`src/hw/rtl/tfd_pkg.sv`:
```
// ----------------------------------------------------------------------------
// tfd_pkg: shared types and constants for the tagged frame deframer
// Result record, result and error codes, frame kinds and the tag text table.
// ----------------------------------------------------------------------------
package tfd_pkg;

  // Default counter width for payload bytes and register reset value
  localparam int          LEN_BITS_DEF    = 16;
  localparam logic [15:0] MAX_PAYLOAD_RST = 16'hFFFF;

  // Result type carried in tuser
  typedef enum logic [1:0] {
    TYPE_PAYLOAD = 2'd0,
    TYPE_OK      = 2'd1,
    TYPE_ERROR   = 2'd2
  } out_type_t;

  // Frame kinds
  localparam logic [1:0] KIND_STRING = 2'd0;
  localparam logic [1:0] KIND_ARRAY  = 2'd1;
  localparam logic [1:0] KIND_IMAGE  = 2'd2;
  localparam logic [1:0] KIND_USER   = 2'd3;

  // Error codes
  localparam logic [2:0] ERR_NONE        = 3'd0;
  localparam logic [2:0] ERR_UNKNOWN_TAG = 3'd1;
  localparam logic [2:0] ERR_BAD_TRAILER = 3'd2;
  localparam logic [2:0] ERR_STR_UNTERM  = 3'd3;
  localparam logic [2:0] ERR_TOO_LONG    = 3'd4;

  // One result word
  typedef struct packed {
    out_type_t   out_type;
    logic [1:0]  frame_kind;
    logic [7:0]  data_byte;
    logic [7:0]  sub_type;
    logic [31:0] time_stamp;
    logic [15:0] payload_len;
    logic [2:0]  error_code;
  } result_t;

  // Tag text, zero terminated; positions past the terminator read zero
  function automatic logic [7:0] tag_char(input logic [1:0] kind, input logic [2:0] pos);
    logic [7:0] c;
    c = 8'h00;
    case (kind)
      KIND_STRING: begin
        case (pos)
          3'd0: c = "S";
          3'd1: c = "T";
          3'd2: c = "R";
          3'd3: c = "I";
          3'd4: c = "N";
          3'd5: c = "G";
          default: c = 8'h00;
        endcase
      end
      KIND_ARRAY: begin
        case (pos)
          3'd0: c = "A";
          3'd1: c = "R";
          3'd2: c = "R";
          3'd3: c = "A";
          3'd4: c = "Y";
          default: c = 8'h00;
        endcase
      end
      KIND_IMAGE: begin
        case (pos)
          3'd0: c = "I";
          3'd1: c = "M";
          3'd2: c = "A";
          3'd3: c = "G";
          3'd4: c = "E";
          default: c = 8'h00;
        endcase
      end
      default: begin
        case (pos)
          3'd0: c = "U";
          3'd1: c = "S";
          3'd2: c = "E";
          3'd3: c = "R";
          default: c = 8'h00;
        endcase
      end
    endcase
    return c;
  endfunction

endpackage

```
`src/hw/rtl/tfd_parser.sv`:
```
// ----------------------------------------------------------------------------
// tfd_parser: frame state machine
// Walks tag, header, payload and trailer one byte per accepted word and
// produces at most one result per byte.
// ----------------------------------------------------------------------------
module tfd_parser #(
  parameter int LEN_BITS = tfd_pkg::LEN_BITS_DEF
) (
  input  logic              clk,
  input  logic              rst_n,
  input  logic              in_accept,
  input  logic [7:0]        rx_byte,
  input  logic [15:0]       max_payload,
  output logic              res_valid,
  output tfd_pkg::result_t  res
);

  typedef enum logic [7:0] {
    PH_HUNT    = 8'b0000_0001,
    PH_EXPECT  = 8'b0000_0010,
    PH_TAG     = 8'b0000_0100,
    PH_SUB     = 8'b0000_1000,
    PH_STAMP   = 8'b0001_0000,
    PH_LEN     = 8'b0010_0000,
    PH_PAYLOAD = 8'b0100_0000,
    PH_TRAILER = 8'b1000_0000
  } phase_t;

  phase_t                phase_r,  phase_nxt;
  logic [1:0]            kind_r,   kind_nxt;
  logic [2:0]            pos_r,    pos_nxt;
  logic [7:0]            sub_r,    sub_nxt;
  logic [31:0]           stamp_r,  stamp_nxt;
  logic [31:0]           length_r, length_nxt;
  logic [LEN_BITS-1:0]   count_r,  count_nxt;
  logic [7:0]            last_r,   last_nxt;

  logic [7:0]            want;
  logic [31:0]           byte_shifted;
  logic [31:0]           len_full;
  logic [LEN_BITS-1:0]   count_inc;
  logic                  too_long;
  logic                  first_hit;
  logic [1:0]            first_kind;
  tfd_pkg::out_type_t    res_type;
  logic [2:0]            res_err;
  logic [7:0]            res_data;

  // Expected tag character and byte lane placement
  assign want         = tfd_pkg::tag_char(kind_r, pos_r);
  assign byte_shifted = {24'h000000, rx_byte} << {pos_r[1:0], 3'b000};
  assign len_full     = length_r | byte_shifted;
  assign count_inc    = count_r + LEN_BITS'(1);
  assign too_long     = ((len_full >> LEN_BITS) != 32'd0) ||
                        (len_full > {16'h0000, max_payload});

  // Detect a tag's first letter
  always_comb begin
    first_hit  = 1'b1;
    first_kind = tfd_pkg::KIND_STRING;
    if (rx_byte == tfd_pkg::tag_char(tfd_pkg::KIND_STRING, 3'd0)) begin
      first_kind = tfd_pkg::KIND_STRING;
    end else if (rx_byte == tfd_pkg::tag_char(tfd_pkg::KIND_ARRAY, 3'd0)) begin
      first_kind = tfd_pkg::KIND_ARRAY;
    end else if (rx_byte == tfd_pkg::tag_char(tfd_pkg::KIND_IMAGE, 3'd0)) begin
      first_kind = tfd_pkg::KIND_IMAGE;
    end else if (rx_byte == tfd_pkg::tag_char(tfd_pkg::KIND_USER, 3'd0)) begin
      first_kind = tfd_pkg::KIND_USER;
    end else begin
      first_hit = 1'b0;
    end
  end

  // Next state and result for the current byte
  always_comb begin
    phase_nxt  = phase_r;
    kind_nxt   = kind_r;
    pos_nxt    = pos_r;
    sub_nxt    = sub_r;
    stamp_nxt  = stamp_r;
    length_nxt = length_r;
    count_nxt  = count_r;
    last_nxt   = last_r;
    res_valid  = 1'b0;
    res_type   = tfd_pkg::TYPE_PAYLOAD;
    res_err    = tfd_pkg::ERR_NONE;
    res_data   = 8'h00;
    case (phase_r)
      PH_EXPECT: begin
        sub_nxt    = 8'h00;
        stamp_nxt  = 32'h0;
        length_nxt = 32'h0;
        count_nxt  = '0;
        last_nxt   = 8'h00;
        if (first_hit) begin
          kind_nxt  = first_kind;
          pos_nxt   = 3'd1;
          phase_nxt = PH_TAG;
        end else begin
          // anything but a tag start right after a good frame
          kind_nxt  = tfd_pkg::KIND_STRING;
          phase_nxt = PH_HUNT;
          pos_nxt   = 3'd0;
          res_valid = 1'b1;
          res_type  = tfd_pkg::TYPE_ERROR;
          res_err   = tfd_pkg::ERR_UNKNOWN_TAG;
        end
      end
      PH_TAG: begin
        if (rx_byte != want) begin
          phase_nxt = PH_HUNT;
          pos_nxt   = 3'd0;
          res_valid = 1'b1;
          res_type  = tfd_pkg::TYPE_ERROR;
          res_err   = tfd_pkg::ERR_UNKNOWN_TAG;
        end else if (want != 8'h00) begin
          pos_nxt = pos_r + 3'd1;
        end else if (kind_r == tfd_pkg::KIND_USER) begin
          // header-only frame completes on its terminator
          phase_nxt = PH_EXPECT;
          pos_nxt   = 3'd0;
          res_valid = 1'b1;
          res_type  = tfd_pkg::TYPE_OK;
        end else begin
          phase_nxt = PH_SUB;
          pos_nxt   = 3'd0;
        end
      end
      PH_SUB: begin
        sub_nxt   = rx_byte;
        phase_nxt = PH_STAMP;
        pos_nxt   = 3'd0;
      end
      PH_STAMP: begin
        stamp_nxt = stamp_r | byte_shifted;
        if (pos_r[1:0] == 2'd3) begin
          phase_nxt = PH_LEN;
          pos_nxt   = 3'd0;
        end else begin
          pos_nxt = pos_r + 3'd1;
        end
      end
      PH_LEN: begin
        length_nxt = len_full;
        if (pos_r[1:0] != 2'd3) begin
          pos_nxt = pos_r + 3'd1;
        end else begin
          pos_nxt = 3'd0;
          if (too_long) begin
            phase_nxt = PH_HUNT;
            res_valid = 1'b1;
            res_type  = tfd_pkg::TYPE_ERROR;
            res_err   = tfd_pkg::ERR_TOO_LONG;
          end else if (len_full == 32'h0) begin
            phase_nxt = PH_TRAILER;
          end else begin
            phase_nxt = PH_PAYLOAD;
          end
        end
      end
      PH_PAYLOAD: begin
        last_nxt  = rx_byte;
        count_nxt = count_inc;
        if (count_inc >= length_r[LEN_BITS-1:0]) begin
          phase_nxt = PH_TRAILER;
          pos_nxt   = 3'd0;
        end
        res_valid = 1'b1;
        res_type  = tfd_pkg::TYPE_PAYLOAD;
        res_data  = rx_byte;
      end
      PH_TRAILER: begin
        if (rx_byte != want) begin
          phase_nxt = PH_HUNT;
          pos_nxt   = 3'd0;
          res_valid = 1'b1;
          res_type  = tfd_pkg::TYPE_ERROR;
          res_err   = tfd_pkg::ERR_BAD_TRAILER;
        end else if (want != 8'h00) begin
          pos_nxt = pos_r + 3'd1;
        end else if (kind_r == tfd_pkg::KIND_STRING &&
                     (length_r == 32'h0 || last_r != 8'h00)) begin
          // string payload must end in a zero byte
          phase_nxt = PH_HUNT;
          pos_nxt   = 3'd0;
          res_valid = 1'b1;
          res_type  = tfd_pkg::TYPE_ERROR;
          res_err   = tfd_pkg::ERR_STR_UNTERM;
        end else begin
          phase_nxt = PH_EXPECT;
          pos_nxt   = 3'd0;
          res_valid = 1'b1;
          res_type  = tfd_pkg::TYPE_OK;
        end
      end
      default: begin
        // hunt: drop bytes until a tag's first letter
        phase_nxt = PH_HUNT;
        if (first_hit) begin
          kind_nxt   = first_kind;
          pos_nxt    = 3'd1;
          sub_nxt    = 8'h00;
          stamp_nxt  = 32'h0;
          length_nxt = 32'h0;
          count_nxt  = '0;
          last_nxt   = 8'h00;
          phase_nxt  = PH_TAG;
        end
      end
    endcase
  end

  // Pack the result from the updated header values
  always_comb begin
    res.out_type    = res_type;
    res.frame_kind  = kind_nxt;
    res.data_byte   = res_data;
    res.sub_type    = sub_nxt;
    res.time_stamp  = stamp_nxt;
    res.payload_len = (|length_nxt[31:16]) ? 16'hFFFF : length_nxt[15:0];
    res.error_code  = res_err;
  end

  // Advance state on each accepted word
  always_ff @(posedge clk) begin
    if (!rst_n) begin
      phase_r  <= PH_HUNT;
      kind_r   <= 2'd0;
      pos_r    <= 3'd0;
      sub_r    <= 8'h00;
      stamp_r  <= 32'h0;
      length_r <= 32'h0;
      count_r  <= '0;
      last_r   <= 8'h00;
    end else if (in_accept) begin
      phase_r  <= phase_nxt;
      kind_r   <= kind_nxt;
      pos_r    <= pos_nxt;
      sub_r    <= sub_nxt;
      stamp_r  <= stamp_nxt;
      length_r <= length_nxt;
      count_r  <= count_nxt;
      last_r   <= last_nxt;
    end
  end

`ifndef NO_ASSERTIONS
  // payload count stays below the header length while payload runs
  a_count_below_len: assert property (@(posedge clk) disable iff (!rst_n)
    phase_r == PH_PAYLOAD |-> 32'(count_r) < length_r)
    else $error("payload count reached header length inside payload");

  // multi-byte header fields never index past byte three
  a_field_pos: assert property (@(posedge clk) disable iff (!rst_n)
    (phase_r == PH_STAMP || phase_r == PH_LEN) |-> pos_r[2] == 1'b0)
    else $error("header byte position out of range");

  // a good frame is always followed by the expect-tag phase
  a_ok_then_expect: assert property (@(posedge clk) disable iff (!rst_n)
    in_accept && res_valid && res.out_type == tfd_pkg::TYPE_OK |=> phase_r == PH_EXPECT)
    else $error("frame completion not followed by tag expectation");

  // hunting never reports anything
  a_hunt_silent: assert property (@(posedge clk) disable iff (!rst_n)
    in_accept && phase_r == PH_HUNT |-> !res_valid)
    else $error("result produced while hunting");
`endif

endmodule

```
`src/hw/rtl/tagged_frame_deframer_top.sv`:
```
// ----------------------------------------------------------------------------
// tagged_frame_deframer_top: byte-serial tagged frame receiver
// Parses tag, header, payload and trailer; emits payload bytes and one
// completion or error word per frame.
// ----------------------------------------------------------------------------
//  channel | dir | handshake           | content
//  in_     | in  | in_tvalid/tready    | tdata[7:0] rx_byte
//  out_    | out | out_tvalid/tready   | tuser out_type, tdata header + byte
//  cfg_    | in  | cfg_we              | cfg_wdata max_payload
//
// One byte per cycle unless output stalls: each word is parsed in one pass by
// the state machine; its result lands in one output register the next cycle.
// A byte is taken whenever the output register is empty or drains this cycle.
// Reset (rst_n low, synchronous) returns to tag hunting, max_payload 65535.
// A stalled output holds its word and blocks input only while it stays full.
// ----------------------------------------------------------------------------
module tagged_frame_deframer_top #(
  parameter int LEN_BITS = tfd_pkg::LEN_BITS_DEF
) (
  input  logic        clk,
  input  logic        rst_n,
  // rx_byte [7:0]
  input  logic        in_tvalid,
  output logic        in_tready,
  input  logic [7:0]  in_tdata,
  // frame_kind [1:0], data_byte [9:2], sub_type [17:10], time_stamp [49:18],
  // payload_len [65:50], error_code [68:66], zero [71:69]
  output logic        out_tvalid,
  input  logic        out_tready,
  output logic [71:0] out_tdata,
  // out_type [1:0]
  output logic [1:0]  out_tuser,
  input  logic        cfg_we,
  input  logic [15:0] cfg_wdata
);

  logic             in_accept;
  logic [15:0]      max_payload_r;
  logic             res_valid;
  tfd_pkg::result_t res;
  logic             out_valid_r, out_valid_nxt;
  tfd_pkg::result_t out_res_r;

  assign in_tready = !out_valid_r || out_tready;
  assign in_accept = in_tvalid && in_tready;

  // Hold the length limit register
  always_ff @(posedge clk) begin
    if (!rst_n) begin
      max_payload_r <= tfd_pkg::MAX_PAYLOAD_RST;
    end else if (cfg_we) begin
      max_payload_r <= cfg_wdata;
    end
  end

  tfd_parser #(
    .LEN_BITS (LEN_BITS)
  ) u_parser (
    .clk         (clk),
    .rst_n       (rst_n),
    .in_accept   (in_accept),
    .rx_byte     (in_tdata),
    .max_payload (max_payload_r),
    .res_valid   (res_valid),
    .res         (res)
  );

  // Load a new result or drain the output register
  always_comb begin
    out_valid_nxt = out_valid_r;
    if (in_accept && res_valid) begin
      out_valid_nxt = 1'b1;
    end else if (out_tready) begin
      out_valid_nxt = 1'b0;
    end
  end

  always_ff @(posedge clk) begin
    if (!rst_n) begin
      out_valid_r <= 1'b0;
    end else begin
      out_valid_r <= out_valid_nxt;
    end
  end

  always_ff @(posedge clk) begin
    if (in_accept && res_valid) begin
      out_res_r <= res;
    end
  end

  assign out_tvalid = out_valid_r;
  assign out_tuser  = out_res_r.out_type;
  assign out_tdata  = {3'b000, out_res_r.error_code, out_res_r.payload_len,
                       out_res_r.time_stamp, out_res_r.sub_type,
                       out_res_r.data_byte, out_res_r.frame_kind};

endmodule

```
`config.mk`:
```
export PLATFORM = sky130hd
export DESIGN_NAME = tagged_frame_deframer_top
export DESIGN_NICKNAME = d
export VERILOG_FILES = /design/src/hw/rtl/tfd_pkg.sv /design/src/hw/rtl/tfd_parser.sv /design/src/hw/rtl/tagged_frame_deframer_top.sv
export SDC_FILE = /design/constraint.sdc
export NUM_CORES = 1
export LEC_CHECK = 0
export ABC_AREA = 1
export BUFFER_PORTS_ARGS = -buffer_cell sky130_fd_sc_hd__clkbuf_2
export CORE_MARGIN = 2
export CORE_UTILIZATION = 54
export CTS_CLUSTER_SIZE = 16
export DETAILED_ROUTE_END_ITERATION = 7
export HOLD_SLACK_MARGIN = 0.08
export PLACE_DENSITY = 0.77
export SLEW_MARGIN = 0
export SYNTH_ARGS = -nofsm -noshare
export SYNTH_HDL_FRONTEND = slang
export SYNTH_SLANG_ARGS = --single-unit
```
`constraint.sdc`:
```
create_clock -name clk -period 3.95 [get_ports clk]
set_clock_uncertainty 0.15 [all_clocks]
set_input_delay 0.5925 -clock clk [delete_from_list [all_inputs] [get_ports clk]]
set_output_delay 0.5925 -clock clk [all_outputs]
set_load 0.05 [all_outputs]
```
After elaboration in Yosys (flattened, before gate mapping)
Index checks and enable logic that the tools add are counted.
{"block": "word_totals", "in_bits": 29, "reg_bits": 197, "elab_cells": 157}
{"block": "classes", "n_eq_ne": 27, "addsub": 2, "shifts": 1, "bitwise": 3, "mux": 76, "reduce_logical": 29, "order_cmp": 2}
{"operator": "$pmux 32 s3", "count": 2}
{"operator": "$mux 8", "count": 11}
{"operator": "$pmux 8 s3", "count": 3}
{"operator": "$logic_not 32->1", "count": 2}
{"operator": "$mux 32", "count": 2}
{"operator": "$or 32x32->32", "count": 2}
{"operator": "$pmux 16 s3", "count": 1}
{"operator": "$pmux 8 s6", "count": 1}
{"operator": "$pmux 7 s6", "count": 1}
{"operator": "$eq 8x7->1 const B", "count": 5}
{"operator": "$pmux 7 s5", "count": 1}
{"operator": "$mux 3", "count": 11}
{"operator": "$gt 32x16->1", "count": 1}
{"operator": "$mux 2", "count": 16}
{"operator": "$reduce_bool 32->1", "count": 1}
{"operator": "$shl 8x5->32", "count": 1}
{"operator": "$pmux 7 s4", "count": 1}
{"operator": "$pmux 7 s3", "count": 1}
{"operator": "$reduce_or 5->1", "count": 4}
{"operator": "$mux 1", "count": 18}
{"operator": "$pmux 3 s6", "count": 1}
{"operator": "$add 16x1->16 const B", "count": 1}
{"operator": "$ge 16x16->1", "count": 1}
{"operator": "$mux 16", "count": 1}
{"operator": "other kinds (36)", "count": 51}

Depth between registers and ports, before layout
Gate-level depths: netlist of run 1.
{"block": "logic_depth", "depth_word": 10, "ltp_mapped": 21}

By module
A second synthesis of run 1 with hierarchy kept.
{"block": "hier_totals", "hier_cells": 1427, "hier_area_um2": 10737.8}
{"mod": "tfd_parser", "cells_per_inst": 1271, "area_each_um2": 7852.5, "n_inst": 1, "seq_area_each_um2": 2182.1}
{"mod": "tagged_frame_deframer_top", "cells_per_inst": 156, "area_each_um2": 2885.3, "n_inst": 1, "seq_area_each_um2": 2472.4}

Worst setup path after synthesis of run 1
Ideal clock, no wire load.
{"block": "synth_timing", "path_kind": "in2reg", "startpoint": "input port in_tdata[3]", "endpoint": "register out_res_r, in the netlist out_tdata[0] (enable)", "n_path_buf": 1, "cell_stages": 20, "slack_ns": -0.197, "t_arrival_ns": 3.572, "path_cell_list": "buf_2 > inv_1 > nor3_1 > nor2_1 > inv_1 > ha_1 > nand2_1 > inv_1 > o21ai_0 > a21oi_1 > nor2_1 > nand2_1 > nand2_1 > nand2_1 > nand3_1 > nand2_1 > nor2_1 > nand2_1 > nand2_1 > inv_1"}
{"block": "synth_between", "elab_chain_cells": 8, "elab_cells_between_ends": 21, "cone_classes": "1 x order compare; 5 x eq/ne; 1 x shift; 10 x mux; 1 x bitwise; 3 x reduce/logical"}
{"item": "start: declaration", "line": "tagged_frame_deframer_top.sv:25", "rtl": "input logic [7:0] in_tdata,"}
{"item": "$shl 8x5->32 or $eq 8x7->1 (tied branches)", "line": "tfd_parser.sv:51, tfd_parser.sv:67"}
{"item": "$or 32x32->32 or $mux 1 (tied branches)", "line": "tfd_parser.sv:52, tfd_parser.sv:67"}
{"item": "$gt 32x16->1, or another cell as far along", "line": "tfd_parser.sv:55", "rtl": "(len_full > {16'h0000, max_payload});"}
{"item": "$logic_or 1x1->1 or $mux 1 (tied branches)", "line": "tfd_parser.sv:54, tfd_parser.sv:63"}
{"item": "$mux 1 (on tied branches)", "line": "tfd_parser.sv:149, tfd_parser.sv:61"}
{"item": "$mux 1 (on tied branches)", "line": "tfd_parser.sv:145, tfd_parser.sv:95"}
{"item": "$pmux 1 s5 (*)", "line": "tfd_parser.sv:88", "rtl": "case (phase_r)"}
{"item": "$logic_and 1x1->1 (*)", "line": "tagged_frame_deframer_top.sv:87", "rtl": "if (in_accept && res_valid) begin"}
{"item": "end signal: assignment", "line": "tagged_frame_deframer_top.sv:88", "rtl": "out_res_r <= res;"}
{"item": "end: declaration", "line": "tagged_frame_deframer_top.sv:42", "rtl": "tfd_pkg::result_t out_res_r;"}
Every way passes the cells marked *; elsewhere a longest branch is shown, timed or not.
A chain may end at the register's enable or synchronous reset.

Final worst setup path of run 1
{"block": "layout_timing", "startpoint": "register u_parser.count_r[0]", "endpoint": "register u_parser.phase_r[6]"}
{"block": "layout_between", "elab_chain_cells": 4}
{"item": "start: declaration", "line": "tfd_parser.sv:35", "rtl": "logic [LEN_BITS-1:0] count_r, count_nxt;"}
{"item": "start signal: assignment", "line": "tfd_parser.sv:242", "rtl": "count_r <= count_nxt;"}
{"item": "$add 16x1->16", "line": "tfd_parser.sv:53", "rtl": "assign count_inc = count_r + LEN_BITS'(1);"}
{"item": "$ge 16x16->1", "line": "tfd_parser.sv:164", "rtl": "if (count_inc >= length_r[LEN_BITS-1:0]) begin"}
{"item": "$ne 2x1->1 (no line)"}
{"item": "$reduce_and 6->1 (no line)"}
{"item": "end signal: assignment", "line": "tfd_parser.sv:236", "rtl": "phase_r <= phase_nxt;"}
{"item": "end: declaration", "line": "tfd_parser.sv:29", "rtl": "phase_t phase_r, phase_nxt;"}
No other way between the ends.

==> reports/metrics.cfg, run 1 <==
[run_status]
status=finished, final reports clean

[cts]
htree_levels=4
cts-resized-gates=0
clk_path_buf_depth=2
cts-hold-fix-buffers=0
clock_latency_ns=0.44
cts_sinks=197
root_buffer=clkbuf_16
cts_inserted_buffers=17
path_clk_slew_ns=0.08
postCtsSetupBuffers=0
cts_tree=yes

[synthesis]
synth_top_family_by_area=simple AND/OR/NAND/NOR gates
synth-xor-area-share_pct=1.29
synth-simple-area-share_pct=22.4
synth_top_area_share_pct=24.7
syn_inst=1318
yosys_warnings=0
avgSynthCellArea_um2=7.75
post-synth-top-area-cell=dfxtp_1
ys_types=43
synth.area.top_cells=dfxtp_1 (25%), edfxtp_1 (21%), o21ai_0 (8.0%), nand2_1 (7.4%), a21oi_1 (6.2%)
synth.area.mux_share_pct=0
synth_compound_gate_area_share_pct=16.8
syn_area_um2=10200
synthAdderAreaFrac_pct=4.78
ys_seq_area_share_pct=45.5
synth_seq_cells=197

[cells_and_area]
nets=1475
drive_gt1_share_pct=14.4
n_antenna_cell=0
nFillCells=1649
syn_to_final_growth_pct=13.5
layoutNonFillerInstCount=1654
fin_util_pct=62.2

[setup_path]
setup.worst_path.class=register to register
required_ns=4.14
crit_path_max_fanout=9
crit_path_end_kind=register
crit_arrival_ns=3.76
setup.worst_path.start_class=register

[pwr]
peakVddDrop_v=0.000312
power_density_nw_per_um2=395
leakagePower_nw=5.23
total_power_w=0.00459

[placed_design]
io_buffer_count=101
gp_congestion=1.03
place_inst=1622
dp_hpwl_um=19600

[sta]
slew_violations=0
finalHoldViolCount=0
fin_setup_tns_ns=0
setup_viol=0
worst_slew_pin_slew_ns=0.594
max_freq_mhz=280
hold_slack_ns=0.206
min_period_over_period_pct=90.5
period_needed_ns=3.58
max_slew_margin_pct=60.2

[route]
via_per_inst=5.66
postRouteAntennaNets=0
drcViolationCount=0
wl_per_cell_um=16.5
drt_pre_antenna_iters=6
drt-total-wl_um=27300
drtIter0Drc=1024
vias=9357

[global_routing]
grt_overflow=0
grt_max_degree=72
grt_pass1_vias=8521
grt_pass1_wl_um=43200
grt_use_total_pct=27.2
antenna_found_initial=0

[floorplanning]
start_util_pct=54.8
die_x_um=142
io_pins=105
die_area_um2=20000
rows=50
core_um2=18600
fp.dieH_um=142

[run]
cap_violations=0

[min_path]
hold_class=input pin to register

[final timing paths]
check / start / endpoint / slack (ns) / depth (start not counted)
worst max-delay path: u_parser.count_r[0] / u_parser.phase_r[6] / 0.37 / 20
worst min-delay path: cfg_wdata[11] / max_payload_r[11] / 0.21 / 3
worst max register to register: u_parser.count_r[0] / u_parser.phase_r[6] / 0.37 / 20
worst min register to register: u_parser.count_r[9] / u_parser.count_r[9] / 0.32 / 2
[worst max-delay path, cell delays in order, from the launching register on]
cell and delay (ns):
dfxtp_1 0.40, ha_1 0.20, nand2_1 0.06, nor2_1 0.15
nand3_1 0.12, nand3b_1 0.24, nor3b_2 0.27, nand4_1 0.14
xnor2_1 0.17, ha_1 0.28, nand2_1 0.05, inv_1 0.05
nand3_1 0.08, nor3_1 0.20, nand3_1 0.11, nand4_1 0.14
nand2_1 0.11, inv_1 0.08, nand2_1 0.18, o21ai_0 0.23
nor2_1 0.05
[through the flow]
stage          area [um^2]  setup WS (ns)
2_1_floorplan        10200          0.108
4_1_cts              11600          0.227
5_1_grt              11600       -0.00671
3_3_place_gp         11000          0.399
6_report             11600          0.375
3_5_place_dp         11000          0.276
[layer usage]
layer / track usage [%] / routed length, um / vias up
met5: 0 / 0 / -
met4: 12.1 / 1010 / 0
met3: 3.91 / 2060 / 76
met2: 43.1 / 12600 / 421
li1: - / - / 4603
met1: 37.3 / 11600 / 4257
[final cells by class]
type / count / area, um^2 / area share [%]
tap: 234 / 293 / 2.53
multi-input combinational: 887 / 4650 / 40.1
timing repair buffer: 130 / 736 / 6.35
inverter: 174 / 659 / 5.69
clock buffer: 20 / 437 / 3.77
sequential: 197 / 4650 / 40.1
clock inverter: 12 / 166 / 1.44
[layout by cell type (no fill, tap or decap), types with 35 or more instances in the layout]
| master | count |
|---|---|
| dfxtp_1 | 126 |
| o21ai_0 | 163 |
| edfxtp_1 | 71 |
| clkbuf_2 | 101 |
| ha_1 | 39 |
| nand2_1 | 202 |
| nor2_1 | 144 |
| inv_1 | 162 |
| a21oi_1 | 126 |
| nand4_1 | 35 |
| nand3_1 | 74 |
[power by group]
part / total (W) / switching (W) / internal [W]
sequential: 0.00221 / 0.0000363 / 0.00218
combinational: 0.000580 / 0.000407 / 0.000172
clock: 0.00179 / 0.000831 / 0.000962
[kinds of logic after synthesis]
group,after synthesis
AND/OR/NAND/NOR,506
flip-flops,197
AO/OA/AOI/OAI,324
other,1
buffers and inverters,236
adder cells (fa/ha/maj),39
XOR/XNOR,15
[synthesized netlist by cell type, drive strengths merged]
library cell,instances
a21boi,2
nor2,152
nand4,37
nor4,5
o21bai,1
clkbuf,46
o21a,1
a22oi,12
buf,16
a211oi,8
o21ai,167
dfxtp,126
nand3,88
a21oi,128
xor2,11
or2,1
conb,1
clkinv,4
inv,170
nand3b,3
and3,1
xnor2,4
a31oi,1
edfxtp,71
o211ai,4
ha,39
nand2,207
nor3,11
nor3b,1
[state kept, by name, summed over array words and instances (netlist names)]
name	flops
out_tdata	69
u_parser.length_r	32
u_parser.stamp_r	32
max_payload_r	16
u_parser.count_r	16
u_parser.last_r	8
u_parser.phase_r	8
u_parser.sub_r	8
u_parser.pos_r	3
out_tuser	2
u_parser.kind_r	2
out_tvalid	1
Note: power is estimated with default switching activity, not from simulation.
==> run 2: changes to the inputs <==
ABC_AREA = unset   (was 1)
CORE_UTILIZATION = 53   (was 54)
PLACE_DENSITY = 0.76   (was 0.77)
==> run 2 against run 1 <==
  * Via count is 6.7% lower
  * Non-clock buffer count is 11 higher
  * Wire length is 0.92% lower
  * Synthesized cell count is 17% lower
  * Critical endpoint is now u_parser.phase_r[7]
  * Largest cell class is now multi-input combinational cells
==> reports/metrics.cfg, run 2 <==
[run_status]
status=finished, final reports clean

[floorplanning]
rows=49
die_area_um2=19800
io_pins=105
core_um2=18100
fp.dieH_um=141
start_util_pct=54.5
die_x_um=141

[placed_design]
place_inst=1374
placed_cell_area_um2=10700
dp_hpwl_um=18300
gp_congestion=0.958
io_buffer_count=101

[synthesis]
synth.area.top_cells=dfxtp_1 (26%), edfxtp_1 (22%), nor2_1 (6.4%), ha_1 (4.9%), a21oi_1 (4.6%)
synth_top_area_share_pct=25.5
synth_seq_cells=197
yosys_warnings=0
synth_ff_type=dfxtp_1
ys_seq_area_share_pct=47.1
yosys-top-cells-count=nor2_1 (168), dfxtp_1 (126), nand2_1 (104)
syn_area_um2=9890
syn_inst=1088
ys_types=86
synth-edff-count=71
avgSynthCellArea_um2=9.09
ys_async_sr_fraction_pct=0
post-synth-top-area-cell=dfxtp_1
yosysMostFrequentCell=nor2_1

[global_routing]
grt_overflow=0
antenna_found_initial=1
grt_use_total_pct=27.3
grt_pass1_wl_um=42400
grt_max_degree=75
grt_pass1_vias=8021

[route]
vias=8729
postRouteAntennaNets=0
wl_per_cell_um=19.2
drtIter0Drc=865
drt_pre_antenna_iters=6
drt-total-wl_um=27000
via_per_inst=6.20
drcViolationCount=0

[cts]
clk_path_buf_depth=2
root_buffer=clkbuf_16
clock_latency_ns=0.44
cts_sinks=197
path_clk_slew_ns=0.08
cts_tree=yes
htree_levels=4
cts_inserted_buffers=17

[setup_path]
crit_path_max_fanout=9
required_ns=4.14
slowest_stage=dfxtp_1
crit_arrival_ns=3.93
crit_top_cell=and3_1
crit_path_end_kind=register
crit_chain=ha_2 > and3_1 > and3_2 > and3_1 > and3_1 > nand3_1 > xnor2_2 > ha_1 > a21o_1 > a211oi_2 > o2111ai_1 > nand2_2 > a311oi_4 > buf_4 > buf_4 > o21ai_0 > a21oi_1
cp_top_family=simple AND/OR/NAND/NOR gates
setup.worst_path.start_class=register
setup.worst_path.class=register to register
cp.buffers_inverters=2
slowest_delay_ns=0.38

[sta]
min_period_over_period_pct=94.6
rsz0062_at_grt=no
hold_slack_ns=0.209
worst_slew_pin_slew_ns=0.952
period_needed_ns=3.74
fin_setup_tns_ns=0
max_freq_mhz=268
slew_violations=0
finalHoldViolCount=0
setup_viol=0
max_slew_margin_pct=36.5

[cells_and_area]
syn_to_final_growth_pct=15.3
n_antenna_cell=0
layoutNonFillerInstCount=1409
drive_gt1_share_pct=19.2
largest_reg_flops=69
design_area_um2=11400
mostFrequentLayoutCells=nor2_1 (166), dfxtp_1 (123), clkbuf_2 (101), nand2_1 (99), a21oi_1 (90)
mostFrequentLayoutCell=nor2_1
nets=1235
nFillCells=1512

[pwr]
power_density_nw_per_um2=369
peakVddDrop_v=0.000317
leakagePower_nw=4.71

[run]
cap_violations=0

[min_path]
hold_class=input pin to register

[run 2: cell types whose count changed after synthesis, moves of 14 or more]
cell,delta
o21ai_0,-140
inv_1,-123
nand2_1,-98
nand3_1,-60
a21oi_1,-37
nor3_1,+34
nand4_1,-27
nor2_1,+24
a31oi_1,+18
a32oi_1,+16
nand3_2,-14
o211ai_1,+14
[run 2: routing by layer]
metal  up-vias  wire length (um)  GRT usage (%)
met5         -                13              0
li1       4092                 -              -
met2       413             12400           42.0
met4         2              1000           12.3
met3        73              2200           5.43
met1      4149             11400           37.5
[run 2: cell families after synthesis]
kind of cell	Yosys count	share of synthesized area [%]
AOI/OAI and AO/OA	269	19.1
xor gates and xnor gates	18	1.59
adders and majority gates	39	4.93
buffers and inverters	126	5.63
DFF	197	47.1
muxes	5	0.506
other	1	0.0379
and+or+nand+nor	433	21.1
[run 2: worst reg2reg max path, stage by stage (launching register included)]
cell	delay [ns]
dfxtp_1	0.38
ha_2	0.23
and3_1	0.24
and3_2	0.25
and3_1	0.18
and3_1	0.24
nand3_1	0.15
xnor2_2	0.20
ha_1	0.28
a21o_1	0.17
a211oi_2	0.25
o2111ai_1	0.17
nand2_2	0.16
a311oi_4	0.06
buf_4	0.18
buf_4	0.15
o21ai_0	0.15
a21oi_1	0.05
[run 2: path summary, 6_finish.rpt]
check        depth (start not counted)  slack [ns]           startpoint             endpoint
max                                 17        0.21  u_parser.count_r[1]  u_parser.phase_r[7]
min                                  3        0.21        cfg_wdata[15]    max_payload_r[15]
max reg2reg                         17        0.21  u_parser.count_r[1]  u_parser.phase_r[7]
min reg2reg                          2        0.31   u_parser.last_r[0]   u_parser.last_r[0]
[run 2: per-stage QoR]
step / utilization (%) / setup slack [ns] / power (W)
6_report: 62.8 / 0.214 / 0.00420
5_1_grt: 62.8 / 0.00772 / 0.00433
4_1_cts: 62.6 / 0.132 / 0.00421
3_5_place_dp: 59.1 / -0.0294 / 0.00245
3_3_place_gp: 59.1 / 0.116 / 0.00245
2_1_floorplan: - / -0.478 / 0.00238
[run 2: power by group]
part,leakage [nW],switching [W],internal [W]
clock,0.294,0.000870,0.000915
combinational,2.74,0.000199,0.0000969
sequential,1.68,0.0000142,0.00211
[run 2: timing repair]
action,CTS,global route
endpoints found under the setup margin,4,48
setup buffers,0,3
hold buffers,0,0
pin swaps,0,1
gates resized for setup,1,7
[run 2: cell type report]
class                   instances  area (um^2)  share of cell area, %
multi-input cells             767         4820                   42.3
flip-flops and latches        197         4660                   40.9
repair buffers                141          856                   7.51
clock buffers                  18          429                   3.76
well taps                     229          287                   2.51
clock inverters                14          183                   1.60
inverters                      43          169                   1.48
==> run 3: changes to the inputs <==
MAX_ROUTING_LAYER = met4   (was unset)
==> run 3 against run 2 <==
  * Design area is 0.27% lower
  * Fmax is 1.6% higher
  * Setup slack better by 0.060 ns
  * Critical path depth is 1 lower
  * Register-to-register slack better by 0.06 ns
  * Utilization is 0.17 points lower
  * Clock power hardly changed
  * Flip-flop and latch count stayed put
  * Critical path type unchanged
==> reports/metrics.cfg, run 3 (same netlist as run 2, synthesis figures left out) <==
[sta]
setup_viol=0
min_period_over_period_pct=93.1
period_needed_ns=3.68
finalHoldViolCount=0
slew_violations=0
fin_setup_tns_ns=0
worst_slew_pin_slew_ns=0.855
max_slew_margin_pct=42.5
rsz0062_at_grt=no
max_freq_mhz=272

[route]
drtIter0Drc=976
wl_per_cell_um=18.9
postRouteAntennaNets=0
drt-total-wl_um=26600
via_per_inst=6.17
drt_pre_antenna_iters=5
vias=8664
drcViolationCount=0

[floorplanning]
io_pins=105
die_x_um=141
fp.dieH_um=141
start_util_pct=54.5
die_area_um2=19800
rows=49
core_um2=18100

[cells_and_area]
mostFrequentLayoutCells=nor2_1 (166), dfxtp_1 (123), clkbuf_2 (101), nand2_1 (99), a21oi_1 (90)
syn_to_final_growth_pct=15.0
layoutNonFillerInstCount=1404
design_area_um2=11400
mostFrequentLayoutCell=nor2_1
nFillCells=1500
drive_gt1_share_pct=18.9
largest_reg_flops=69
fin_util_pct=62.7
n_antenna_cell=0
nets=1230

[cts]
path_clk_slew_ns=0.08
cts_sinks=197
clk_path_buf_depth=2
cts_inserted_buffers=17
clock_latency_ns=0.45
htree_levels=4
root_buffer=clkbuf_16
cts_tree=yes

[setup_path]
cp.buffers_inverters=1
crit_arrival_ns=3.90
crit_chain=ha_2 > and3_1 > and3_2 > and3_1 > and3_1 > nand3_1 > xnor2_1 > ha_1 > a21o_1 > a211oi_2 > o2111ai_1 > nand2_2 > a311oi_4 > buf_12 > nand2b_1 > a21oi_1
rrSetupSlack_ns=0.27
slowest_delay_ns=0.38
slowest_stage=dfxtp_1
setup.worst_path.start_class=register
crit_path_max_fanout=12
crit_path_end_kind=register
cp_top_family=simple AND/OR/NAND/NOR gates
required_ns=4.17
crit_top_cell=and3_1
setup.worst_path.class=register to register

[run_status]
status=finished, final reports clean

[run]
cap_violations=0

[global_routing]
grt_overflow=0
grt_max_degree=79
grt_pass1_wl_um=42200
antenna_found_initial=0
grt_use_total_pct=27.8
grt_pass1_vias=7873

[placed_design]
place_inst=1371
placed_cell_area_um2=10700
dp_hpwl_um=17900
io_buffer_count=101
gp_congestion=0.981

[pwr]
power_density_nw_per_um2=371
peakVddDrop_v=0.000328
leakagePower_nw=4.68

[min_path]
hold_class=input pin to register

-- run 3: cell types whose count changed in the layout (fill, tap and decap cells not counted), sizes merged --
cell / delta
buf: -5
clkinvlp: +1
inv: -1
clkbuf: -1
clkinv: +1
-- run 3: per-layer routing --
metal  wire, um  GRT usage [%]
met5          0              -
met4        703           9.16
met1      11500           38.1
met2      12000           41.8
met3       2250           5.30
-- run 3: worst register-to-register path: cells and delay by family, from the launching register on --
family,cells,cell delay (ns)
simple gates,7,1.31
flops,1,0.38
compound gates,5,0.82
xor+xnor,1,0.24
buf+inv,1,0.17
fa+ha+maj,2,0.53
-- run 3: final cells by class --
cell class	instances	area (um^2)	area share [%]
clock buffers	17	425	3.74
repair buffers	136	818	7.20
multi-input cells	767	4810	42.3
well taps	229	287	2.52
clock inverters	15	200	1.76
flip-flops and latches	197	4660	41.0
inverters	43	169	1.49
-- run 3: report_power, final --
group	leakage (nW)	switching, W	internal, W
Clock	0.295	0.000882	0.000919
Sequential	1.68	0.0000152	0.00211
Combinational	2.70	0.000195	0.0000927
-- run 3: final timing paths --
kind / from / end / cells after the start
min reg2reg: u_parser.last_r[7] / u_parser.last_r[7] / 2
max reg2reg: u_parser.count_r[1] / u_parser.phase_r[6] / 16
max: u_parser.count_r[1] / u_parser.phase_r[6] / 16
min: cfg_wdata[5] / max_payload_r[5] / 3
-- run 3: what timing repair did --
item,in CTS,in global routing
pin swaps,0,2
gates resized for setup,1,6
hold buffers,0,0
setup endpoints to repair,6,66
setup buffers,0,1
-- run 3: stage by stage --
stage                     worst slack [ns]  hold slack [ns]  total power (W)
after floorplan                     -0.478            0.286          0.00238
final                                0.274            0.209          0.00421
after global placement              0.0564            0.291          0.00244
after CTS                            0.104            0.202          0.00422
after global routing                0.0463            0.212          0.00433
after detailed placement            -0.101            0.299          0.00245
